===== src/rtl/core/cvp_pkg.sv =====
// shared types, constants and angle table for the camera view pipeline
`timescale 1ns / 1ps
package cvp_pkg;

	localparam int CORDIC_STAGES = 14;
	localparam int STG_W = $clog2(CORDIC_STAGES + 1);

	localparam logic signed [33:0] Q28_PI      = 34'sd843314857;
	localparam logic signed [33:0] Q28_TWO_PI  = 34'sd1686629713;
	localparam logic signed [33:0] Q28_HALF_PI = 34'sd421657428;
	localparam logic signed [31:0] Q28_GAIN    = 32'sd163008219;

	typedef struct packed {
		logic signed [31:0] x;
		logic signed [31:0] y;
		logic signed [33:0] z;
		logic               neg;
	} lane_t;

	typedef struct packed {
		lane_t [2:0]       ln;
		logic [2:0][31:0]  pos;
	} cell_t;

	// atan(2^-i) in q.28
	function automatic logic signed [33:0] atan_q28(input logic [STG_W-1:0] i);
		logic signed [33:0] a;
		unique case (5'(i))
			5'd0:  a = 34'sd210828714;
			5'd1:  a = 34'sd124459457;
			5'd2:  a = 34'sd65760959;
			5'd3:  a = 34'sd33381290;
			5'd4:  a = 34'sd16755422;
			5'd5:  a = 34'sd8385879;
			5'd6:  a = 34'sd4193963;
			5'd7:  a = 34'sd2097109;
			5'd8:  a = 34'sd1048571;
			5'd9:  a = 34'sd524287;
			default: a = 34'sd1 <<< (28 - 32'(i));
		endcase
		return a;
	endfunction

endpackage


===== src/rtl/core/cvp_cell.sv =====
// one cordic micro-rotation for all three angles
`timescale 1ns / 1ps
module cvp_cell (
	input  logic                       clk,
	input  logic                       arst_n,
	input  logic                       en,
	input  logic [cvp_pkg::STG_W-1:0]  stage,
	input  logic                       vld,
	input  cvp_pkg::cell_t             din,
	output logic                       vld_q,
	output cvp_pkg::cell_t             cell_q
);
	cvp_pkg::cell_t nxt;
	logic signed [33:0] a;

	assign a = cvp_pkg::atan_q28(stage);

	always_comb begin
		logic signed [31:0] xs, ys;
		nxt = din;
		for (int k = 0; k < 3; k++) begin
			xs = din.ln[k].x >>> stage;
			ys = din.ln[k].y >>> stage;
			if (!din.ln[k].z[33]) begin
				nxt.ln[k].x = din.ln[k].x - ys;
				nxt.ln[k].y = din.ln[k].y + xs;
				nxt.ln[k].z = din.ln[k].z - a;
			end else begin
				nxt.ln[k].x = din.ln[k].x + ys;
				nxt.ln[k].y = din.ln[k].y - xs;
				nxt.ln[k].z = din.ln[k].z + a;
			end
		end
	end

	always_ff @(posedge clk or negedge arst_n) begin
		if (!arst_n) vld_q <= 1'b0;
		else if (en) vld_q <= vld;
	end

	always_ff @(posedge clk) begin
		if (en) cell_q <= nxt;
	end
endmodule


===== config.mk =====
export PLATFORM = sky130hd
export DESIGN_NAME = cvp_cell
export DESIGN_NICKNAME = d
export VERILOG_FILES = /design/src/rtl/core/cvp_pkg.sv /design/src/rtl/core/cvp_cell.sv
export SDC_FILE = /design/constraint.sdc
export NUM_CORES = 2
export LEC_CHECK = 0
export BUFFER_PORTS_ARGS = -buffer_cell sky130_fd_sc_hd__buf_2
export CORE_MARGIN = 2
export CORE_UTILIZATION = 40
export CTS_CLUSTER_SIZE = 25
export DETAILED_ROUTE_END_ITERATION = 12
export GPL_TIMING_DRIVEN = 0
export PLACE_DENSITY = 0.62
export SLEW_MARGIN = 30
export SYNTH_ARGS = -nofsm -noshare
export SYNTH_HDL_FRONTEND = slang
export SYNTH_SLANG_ARGS = --single-unit

===== constraint.sdc =====
create_clock -name clk -period 1.29 [get_ports clk]
set_input_delay 0.258 -clock clk [delete_from_list [all_inputs] [get_ports clk]]
set_output_delay 0.258 -clock clk [all_outputs]
set_load 0.005 [all_outputs]

== Word level (Yosys, flattened, before mapping) ==
Index checks and enable logic that the tools add are counted.

* Word-level logic and storage cells: 56
* Register bits after elaboration: 394
* Output and inout port bits: 394

* Shifts and indexed selects: 7
* Muxes and demuxes: 4
* Equality and inequality tests: 9
* $add $sub $neg: 19
* Reductions and logical operators: 1

{| class="wikitable"
|+ Operator list
! cell !! number
|-
| 34-bit case mux with 10 select lines || 1
|-
| 98-bit two-way mux || 3
|-
| 32-bit adder || 6
|-
| 32-bit by 4-bit >>> shifter with 32-bit output || 6
|-
| 32-bit subtractor || 6
|-
| 34-bit adder || 3
|-
| 34-bit subtractor || 3
|-
| 2-bit by 32-bit <<< shifter with 34-bit output (first input constant) || 1
|-
| 4-bit by 3-bit == test with 1-bit output (second input constant) || 4
|-
| 4-bit by 2-bit == test with 1-bit output (second input constant) || 2
|-
| 4-bit == test (second input constant) || 2
|-
| 5-bit by 4-bit subtractor with 6-bit output (first input constant) || 1
|-
| 4-bit by 1-bit == test with 1-bit output (second input constant) || 1
|-
| 4-bit logical NOT || 1
|}

== Depth between registers and ports, before layout ==
* Depth after elaboration: 5
* Gate-level depth with buffers: 32
* Mapped depth without buffers: 24

== Worst setup path before layout ==
No wires, ideal clock.

* Path kind: input port to flip-flop
* Start: input stage[2] (netlist name)
* End: register cell_q[323] (netlist name) (data pin)
* Buffers on the path: 9
* Arrival time: 6538 ps
* Stages: 31
* Path slack: -5507 ps
* Library setup time: 259 ps
* Path through: buf_2 inv_2 buf_2 buf_2 buf_2 buf_1 clkbuf_1 clkbuf_1 clkbuf_1 a21oi_1 inv_1 ha_1 clkbuf_1 nand2_1 a21oi_1 nor2_1 a21oi_1 o21ai_0 nor2_1 a21oi_1 ha_1 and3_1 a221oi_1 a211oi_1 o41a_1 a222oi_1 a21oi_1 a21o_1 a21o_1 a21oi_1 xnor2_1

{| class="wikitable"
|+ RTL lines
! what !! line !! source
|-
| from (decl) || cvp_cell.sv:7 || <nowiki>input logic [cvp_pkg::STG_W-1:0] stage,</nowiki>
|-
| to (signal assigned) || cvp_cell.sv:42 || <nowiki>if (en) cell_q <= nxt;</nowiki>
|-
| to (decl) || cvp_cell.sv:11 || <nowiki>output cvp_pkg::cell_t cell_q</nowiki>
|}

==> results.json <==
{
  "final_util_pct": 57.0,
  "pre_cts_slack_ns": -5.59,
  "drtAntennaViolNets": 0,
  "crit_fanout": 7,
  "critPathTopFamily": "simple AND/OR/NAND/NOR gates",
  "holdWs_ns": -0.0762,
  "fp-row-count": 115,
  "synth_top_area_share_pct": 29.8,
  "dr.pass1.iters": 6,
  "gp_congestion": 1.00,
  "use_met1_pct": 42.5,
  "fin_crit_ns": 5.08,
  "layout_setup_ws_ns": -3.79,
  "synth_fp_nets": 4665,
  "maxCapViolCount": 0,
  "skew_ns": 0,
  "grt_util_met3_pct": 10.4,
  "port_buffers": 784,
  "die_x_um": 319,
  "max_freq_ghz": 0.197,
  "startpoint_type": "input pin",
  "dp_hpwl_um": 146000,
  "dieArea_sq_um": 101000,
  "stdcell_count": 6603,
  "clk_latency_ns": 0.63,
  "ys.warnings.count": 0,
  "critPathMostFrequentCell": "buf_16",
  "drt_iter0_drc": 4457,
  "end_kind": "flop",
  "finalWirelength_um": 192000,
  "powerDensity_nw_per_um2": 1230,
  "vias": 40720,
  "placed_cell_area_sq_um": 46900,
  "use_met2_pct": 58.0,
  "synth_edf_count": 393,
  "clock-sinks": 394,
  "critical-path-slowest-cell": "mux4_2",
  "path_buf_inv": 5,
  "grt_pass1_wl_um": 266000,
  "core_area_sq_um": 98300,
  "ctsLongestPathBuffers": 3,
  "peakVddDrop_uv": 1060,
  "antenna_found_initial": 51,
  "grt_pass1_vias": 38551,
  "start_util_pct": 40.3,
  "leakagePower_nw": 23.0,
  "worstMarginPinSlew_ns": 1.19,
  "path_clk_slew_ns": 0.06,
  "final_common_cell": "buf_2",
  "die_h_um": 319,
  "drc": 0,
  "synthArstFlopShare_pct": 0.254,
  "syn_inst": 3963,
  "grt_use_total_pct": 35.7,
  "hp-class": "input pin to flop",
  "h-tree-depth": 2,
  "hold_violations": 4,
  "stdcell_area_sq_um": 56000,
  "crit_required_ns": 1.67,
  "placed_cells_incl_taps": 6041,
  "nets": 5956,
  "areaGrowthSynthToFinish_pct": 41.5,
  "cpPeakStageDelay_ns": 0.55,
  "netlist_top_cells_area": "edfxtp_1 (30%), mux4_2 (13%), ha_1 (9.2%)",
  "post-route-period-util_pct": 394,
  "status": "finished, violations left",
  "most-common-layout-cells": "buf_2 (794), edfxtp_1 (393), buf_4 (313), xnor2_1 (299), nor2_1 (290)",
  "drv_slew": 0,
  "yosys.area.top_type": "edfxtp_1",
  "yosysUniqueCellTypes": 100,
  "slew_headroom_pct": 20.8,
  "vias_per_cell": 6.17,
  "cts_buffers": 45,
  "yosysSeqAreaShare_pct": 29.9,
  "grt_max_degree": 90,
  "drive_above_1_share_pct": 43.1,
  "finalSetupTns_ns": -851.79,
  "cts_tree": "yes",
  "violations": "hold timing, setup timing",
  "cts-root-buf": "clkbuf_16",
  "rsz0062_at_grt": "yes",
  "avgRoutedWirePerCell_um": 29.0,
  "syn_area_sq_um": 39600,
  "p_total_mw": 68.8,
  "setup_violations": 827,
  "overflow": 0,
  "synth_seq_cells": 394,
  "cp.arrival_ns": 5.47,
  "synth_ff_type": "edfxtp_1",
  "postCtsHoldBufs": 102,
  "post_synth.cell_area_avg_sq_um": 9.99,
  "pin_count": 795,
  "grt-busiest-layer": "met2",
  "crit_type": "input pin to flop"
}
==> cell families after synthesis <==
| family | after synthesis | synth area share (%) |
|---|---|---|
| AO/OA/AOI/OAI | 1093 | 17.1 |
| XOR/XNOR | 473 | 10.5 |
| adder cells (fa/ha/maj) | 301 | 9.69 |
| buffers and inverters | 302 | 3.31 |
| flip-flops | 394 | 29.9 |
| multiplexers | 388 | 17.3 |
| AND/OR/NAND/NOR | 1012 | 12.2 |
==> worst paths after layout <==
check | slack, ns | cells past startpoint | from | to
min reg2reg | 0.51 | 1 | vld_q | vld_q
max | -3.79 | 26 | stage[0] | cell_q[194]
max in group asynchronous | 0.64 | 3 | arst_n | vld_q
min | -0.08 | 2 | din[97] | cell_q[97]
max reg2reg | 0.55 | 1 | vld_q | vld_q
min in group asynchronous | 0.53 | 3 | arst_n | vld_q
==> Yosys cell counts, drive strengths merged, types with 51 or more instances <==
| master | number |
|---|---|
| mux2 | 80 |
| buf | 100 |
| and2 | 51 |
| clkbuf | 83 |
| a21o | 124 |
| a21oi | 379 |
| a31oi | 71 |
| nand2 | 253 |
| mux2i | 79 |
| mux4 | 229 |
| xnor2 | 327 |
| inv | 116 |
| o21ai | 215 |
| xor2 | 146 |
| ha | 292 |
| nor2 | 340 |
| nand3 | 75 |
| edfxtp | 393 |
| nor3 | 68 |
==> final cells by class <==
cell class                 count  area (sq um)
fill                        8592         42300
multi-input combinational   3267         30200
sequential                   394         11800
timing repair buffer        1250          8090
buffer                       177          2190
tap                         1287          1610
clock buffer                  54          1160
inverter                     119           492
clock inverter                25           312
antenna                       30          75.1
==> metal layers <==
layer	share of wire (%)	up-vias
met5	0.073	-
met4	6.7	22
met3	11	645
met2	46	2654
met1	36	19688
li1	-	17711
==> where the power goes <==
part	switching, mW	leakage, nW	internal, mW
Sequential	0.920	3.86	18.2
Clock	5.69	0.710	7.47
Combinational	20.0	18.4	16.5
Total	26.6	23.0	42.2
==> state kept, by name, summed over array words and instances (netlist names) <==
name    cells
vld_q       1
cell_q    393
==> what timing repair did <==
item	CTS	global route
gates resized for setup	351	443
hold endpoints to repair	106	4
endpoints found under the setup margin	839	854
pin swaps	100	332
buffers inserted	143	219
cloned	1	2
No activity file was read; power rests on OpenSTA's default activity.
