===== src/rtl/core/cvp_pkg.sv =====
// shared types, constants and angle table for the camera view pipeline
`timescale 1ns / 1ps
package cvp_pkg;

	localparam int CORDIC_STAGES = 14;
	localparam int STG_W = $clog2(CORDIC_STAGES + 1);

	localparam logic signed [33:0] Q28_PI      = 34'sd843314857;
	localparam logic signed [33:0] Q28_TWO_PI  = 34'sd1686629713;
	localparam logic signed [33:0] Q28_HALF_PI = 34'sd421657428;
	localparam logic signed [31:0] Q28_GAIN    = 32'sd163008219;

	typedef struct packed {
		logic signed [31:0] x;
		logic signed [31:0] y;
		logic signed [33:0] z;
		logic               neg;
	} lane_t;

	typedef struct packed {
		lane_t [2:0]       ln;
		logic [2:0][31:0]  pos;
	} cell_t;

	// atan(2^-i) in q.28
	function automatic logic signed [33:0] atan_q28(input logic [STG_W-1:0] i);
		logic signed [33:0] a;
		unique case (5'(i))
			5'd0:  a = 34'sd210828714;
			5'd1:  a = 34'sd124459457;
			5'd2:  a = 34'sd65760959;
			5'd3:  a = 34'sd33381290;
			5'd4:  a = 34'sd16755422;
			5'd5:  a = 34'sd8385879;
			5'd6:  a = 34'sd4193963;
			5'd7:  a = 34'sd2097109;
			5'd8:  a = 34'sd1048571;
			5'd9:  a = 34'sd524287;
			default: a = 34'sd1 <<< (28 - 32'(i));
		endcase
		return a;
	endfunction

endpackage


===== src/rtl/core/cvp_fold.sv =====
// angle range reduction into [-pi/2, pi/2] and cordic seed register
`timescale 1ns / 1ps
module cvp_fold (
	input  logic                clk,
	input  logic                arst_n,
	input  logic                en,
	input  logic                vld,
	input  logic [2:0][15:0]    ang,
	input  logic [2:0][31:0]    pos,
	output logic                vld_q,
	output cvp_pkg::cell_t      cell_q
);
	cvp_pkg::cell_t seed;

	always_comb begin
		logic signed [33:0] z;
		seed.pos = pos;
		for (int k = 0; k < 3; k++) begin
			z = {{2{ang[k][15]}}, ang[k], 16'h0000};
			if (z > cvp_pkg::Q28_PI) z = z - cvp_pkg::Q28_TWO_PI;
			else if (z < -cvp_pkg::Q28_PI) z = z + cvp_pkg::Q28_TWO_PI;
			seed.ln[k].neg = 1'b0;
			if (z > cvp_pkg::Q28_HALF_PI) begin
				z = z - cvp_pkg::Q28_PI;
				seed.ln[k].neg = 1'b1;
			end else if (z < -cvp_pkg::Q28_HALF_PI) begin
				z = z + cvp_pkg::Q28_PI;
				seed.ln[k].neg = 1'b1;
			end
			seed.ln[k].x = cvp_pkg::Q28_GAIN;
			seed.ln[k].y = 32'sd0;
			seed.ln[k].z = z;
		end
	end

	always_ff @(posedge clk or negedge arst_n) begin
		if (!arst_n) vld_q <= 1'b0;
		else if (en) vld_q <= vld;
	end

	always_ff @(posedge clk) begin
		if (en) cell_q <= seed;
	end
endmodule


===== config.mk =====
export PLATFORM = sky130hd
export DESIGN_NAME = cvp_fold
export DESIGN_NICKNAME = d
export VERILOG_FILES = /design/src/rtl/core/cvp_pkg.sv /design/src/rtl/core/cvp_fold.sv
export SDC_FILE = /design/constraint.sdc
export NUM_CORES = 1
export LEC_CHECK = 0
export ABC_AREA = 1
export BUFFER_PORTS_ARGS = -buffer_cell sky130_fd_sc_hd__buf_2
export CAP_MARGIN = 15
export CORE_AREA = 2 2 208 210
export DETAILED_ROUTE_END_ITERATION = 10
export DIE_AREA = 0 0 210 212
export PLACE_DENSITY_LB_ADDON = 0.05
export SKIP_LAST_GASP = 1
export SLEW_MARGIN = 20
export SYNTH_ARGS = -nofsm -noshare
export SYNTH_HDL_FRONTEND = slang
export SYNTH_SLANG_ARGS = --single-unit

===== constraint.sdc =====
create_clock -name clk -period 1.4 [get_ports clk]
set_input_delay 0.07 -clock clk [delete_from_list [all_inputs] [get_ports clk]]
set_output_delay 0.07 -clock clk [all_outputs]
set_load 0.03 [all_outputs]

After elaboration in Yosys (flattened, before gate mapping)
Index checks and enable logic that the tools add are counted.
Word-level totals
  register bits after elaboration: 202
  output and inout port bits: 394
  word-level logic and storage cells: 49
Operators by class
  order comparisons: 12
  add/sub/neg operators: 12
  mux-type cells: 15
Operators with widths (number)
  two-way mux 34 bit: 12
  adder 34 x 31 -> 34 bit (second input constant): 3
  greater-than comparator 34 x 30 -> 1 bit (second input constant): 3
  < comparator 34 x 30 -> 1 bit (second input constant): 3
  subtractor 34 x 31 -> 34 bit (second input constant): 3
  adder 32 x 32 -> 33 bit (second input constant): 3
  subtractor 32 x 32 -> 33 bit (second input constant): 3
  greater-than comparator 32 x 31 -> 1 bit (second input constant): 3
  < comparator 32 x 31 -> 1 bit (second input constant): 3
  two-way mux 1 bit: 3

Logic depth before layout (Yosys ltp)
  depth after elaboration: 6
  gate-level depth with buffers: 24

Worst setup path after synthesis
OpenSTA, ideal clock, no wires.
  path kind: in2reg
  from: input ang[16] (netlist name)
  to: register cell_q[222] (netlist name) (data pin)
  data arrival time: 2.146 ns
  stages: 22
  required time: 1.144 ns
  library setup time: 0.256 ns
  path buffers: 2
  path slack: -1.002 ns
  cells stage by stage: clkinv_1 ha_1 nor2_1 nand2_1 nand2_1 nand2_2 buf_2 nand4_1 nand2_1 nand2_1 nand2_1 nor2_1 nand2_1 nor2_1 nand2_2 nand2_2 nor2_4 buf_4 nand3_1 nand2_1 nand2_1 nand2_1
RTL lines
  start, declared: RTL line cvp_fold.sv:8  | input logic [2:0][15:0] ang,
  end signal, assigned: RTL line cvp_fold.sv:42  | if (en) cell_q <= seed;
  end, declared: RTL line cvp_fold.sv:11  | output cvp_pkg::cell_t cell_q

==> flow_summary.yaml <==
sta:
  setup_viol: 87
  final.setup.tns_ps: -49890
  grt_setup_unrepaired: "yes"
  post-route-min-period_ps: 2080
  fmaxAchievable_ghz: 0.480
  finalMaxSlewViolations: 0
  hold_viol_final: 0
  skew_ps: 0
  holdWs_ps: 232
  finalWorstSetupSlack_ps: -683
  timing.final.crit_share: 1.49
yosys:
  syn_area_per_cell_um2: 7.48
  synthMuxAreaShare: 0.000795
  syn_area_mm2: 0.0142
  synth-simple-area-share: 0.363
  ys_seq_area_frac: 0.390
  ys.flop_type: "edfxtp_1"
  synth_top_family_by_area: "simple AND/OR/NAND/NOR gates"
  synth_cell_type_count: 40
  synth_edf_count: 183
  synthAdderAreaFrac: 0.0133
  synth-xor-area-share: 0.0155
  ys_ff_latch: 184
  synth-compound-area-share: 0.0364
  yosysWarnings: 0
  synthArstFlopShare: 0.00543
  synthCells: 1892
clocking:
  clock-sinks: 184
  cts_buffers: 17
  worst_setup_hold_path_clk_slew_ps: 80
  worstSkewPairLatency_ps: 460
  cts_root_buf: "clkbuf_16"
  htree_levels: 4
  cts_tree: "yes"
  clockBufferDepth: 2
drt:
  dr_wl_met3_um: 2160
  first_pass_iters: 4
  wl_met1_um: 20200
  wl_met2_um: 26600
  top_layer_used: "met4"
  vias_per_cell: 4.47
  drt_wl_total_um: 50400
  post-route-drc-count: 0
  antenna_left: 0
  routedWlPerCell_um: 15.0
  dr_total_vias: 14988
  drt_iter0_markers: 572
final_layout:
  fin_nets: 2954
  drive_above_1_share: 0.531
  finalNonFillerCells: 3350
  fin_area_mm2: 0.0242
  seq_area_mm2: 0.00552
  syn_to_final_growth_pct: 71.0
  fillers: 3897
  num_antenna_cells: 0
  multi_input_area_mm2: 0.00957
floorplan:
  rows: 76
  ioPinCount: 542
  die_y_um: 212
  design.core.area_mm2: 0.0425
  die_w_um: 210
  die-area_mm2: 0.0445
  initial_core_util: 0.333
global_routing:
  grt-ovfl-total: 0
  grt_pass1_wl_um: 76600
  grt_pass1_vias: 14448
  antenna_found_initial: 2
  globalRouteTotalUtil: 0.219
  grt_max_degree: 58
worst_hold_path:
  whs_endpoint: "cell_q[114]$_DFFE_PP_"
  min_path_cells: 5
  hp-start: "ang[1]"
  holdCritPathClass: "in -> reg"
setup_path:
  ff2ff_setup_slack_ps: 100
  crit_slowest_cell: "o21ai_4"
  critPathMaxStageDelay_ps: 190
  reg2regPathDepth: 2
  cp-end-kind: "flip-flop"
  worstPathArrival_ps: 2290
  reg2reg_from: "vld_q$_DFFE_PN0P_"
  worstPathCellList: "buf_6 > clkinvlp_4 > ha_4 > nor2_2 > nand2_1 > nand2_2 > nand2_4 > nand3_4 > buf_6 > o21ai_4 > nand3_4 > nor2_4 > nor2_1 > nand2_1 > nand2_1 > nand2_2 > nand3_4 > buf_12 > nand4_1 > nand3_2"
  path_buf_inv: 4
  setup.worst_path.class: "in -> reg"
  crit_fanout: 7
  cp_top_family: "simple AND/OR/NAND/NOR gates"
  r2r-end: "vld_q$_DFFE_PN0P_"
  start_kind: "primary input"
  required_ps: 1610
run_status:
  violations: "negative setup slack"
  outcome: "finished, violations left"
place:
  place_inst: 3098
  gp_congestion: 0.874
  portBuffers: 349
  hpwl_um: 38000
  place_area_mm2: 0.0190
run:
  drv_cap: 0
pwr:
  p_per_area_mw_per_mm2: 941
  ir_drop_v: 0.000622
  power.leakage_nw: 11.9
[layer usage]
metal / track usage / vias up
met5: 0 / -
met4: 0.0866 / 0
met3: 0.0329 / 62
met2: 0.407 / 385
met1: 0.252 / 6956
li1: - / 7585
[worst max path at each step]
stage               cells after the start  slack, ps    start                     to
floorplan                              22       -840   ang[0]  cell_q[126]$_DFFE_PP_
global placement                       22      -1280  ang[20]  cell_q[228]$_DFFE_PP_
detailed placement                     21      -1320  ang[33]  cell_q[296]$_DFFE_PP_
CTS                                    20       -600  ang[32]  cell_q[328]$_DFFE_PP_
global route                           20       -820  ang[32]  cell_q[328]$_DFFE_PP_
finish                                 20       -680  ang[32]  cell_q[328]$_DFFE_PP_
[placed cells by master, fill, tap and decap left out, drive strengths merged, types with 10 or more instances in the layout]
cell type and instances:
buf 833, nand2 704, nand3 259, conb 192
edfxtp 183, inv 169, nor2 142, dlygate4sd3 101
o21ai 43, nand4 42, a21oi 35, xor2 22
clkbuf 20, ha 15, clkinv 13, nor3 10
[cells by family after synthesis]
| kind of cell | Yosys count |
|---|---|
| simple gates | 1154 |
| flops | 184 |
| other cells | 2 |
| mux | 1 |
| buf+inv | 426 |
| xor+xnor | 25 |
| fa+ha+maj | 15 |
| compound gates | 85 |
[power breakdown]
| group | switching (mW) | internal (mW) | total, mW |
|---|---|---|---|
| sequential | 0.229 | 6.90 | 7.13 |
| clock | 2.38 | 2.34 | 4.73 |
| combinational | 6.78 | 4.14 | 10.9 |
[through the flow]
| stage | total power, mW | setup WS [ps] | util |
|---|---|---|---|
| floorplan | 13.1 | -841 | - |
| global placement | 15.8 | -1280 | 0.446 |
| detailed placement | 15.8 | -1320 | 0.446 |
| CTS | 22.2 | -595 | 0.539 |
| global route | 24.0 | -824 | 0.569 |
| finish | 22.8 | -683 | 0.569 |
[registers in the layout (all words and copies together), names as in the netlist]
name and cells:
cell_q 183, vld_q 1
[cell type report]
| cell class | count | share of cell area |
|---|---|---|
| clock buffers | 17 | 0.0176 |
| clock inverters | 15 | 0.00553 |
| inverters | 170 | 0.0322 |
| multi-input cells | 1480 | 0.396 |
| flip-flops and latches | 184 | 0.228 |
| well taps | 546 | 0.0282 |
| repair buffers | 937 | 0.292 |
| repair inverters | 1 | 0.000465 |
[worst reg2reg max path, stage by stage (launching register included)]
cell	delay [ps]
dfrtp_1	380
mux2_2	250
dlygate4sd3_1	560
[synth_stat cells (2+ instances only)]
master    number  share of area
a21oi_1       25         0.0088
a21oi_2        7         0.0043
a21oi_4        3         0.0034
a31oi_1        2        0.00088
buf_2         20         0.0071
buf_4        219           0.12
buf_6         14          0.011
clkbuf_1       2        0.00053
clkinv_1       6         0.0016
conb_1         2        0.00053
edfxtp_1     183           0.39
ha_1          15          0.013
inv_1        142          0.038
inv_2         22         0.0058
nand2_1      665           0.18
nand2_2       24          0.011
nand2_4       10         0.0080
nand3_1      234          0.083
nand3_2       18          0.013
nand3_4        4         0.0049
nand3b_1       4         0.0021
nand4_1       41          0.018
nor2_1       127          0.034
nor2_2        10         0.0044
nor2_4         5         0.0040
nor3_1         9         0.0032
o211ai_1       3         0.0016
o21ai_0       23         0.0081
o21ai_1       16         0.0057
o21ai_2        4         0.0025
xnor2_1        3         0.0019
xor2_1        22          0.014
[what timing repair did]
item / in CTS / in global routing
gates cloned: 10 / 0
pin swaps: 221 / 195
buffers inserted: 84 / 26
hold buffers: 101 / 0
hold endpoints to repair: 109 / 0
resized for setup: 416 / 288
setup endpoints to repair: 87 / 88
Power figures use the tool's default switching activity.
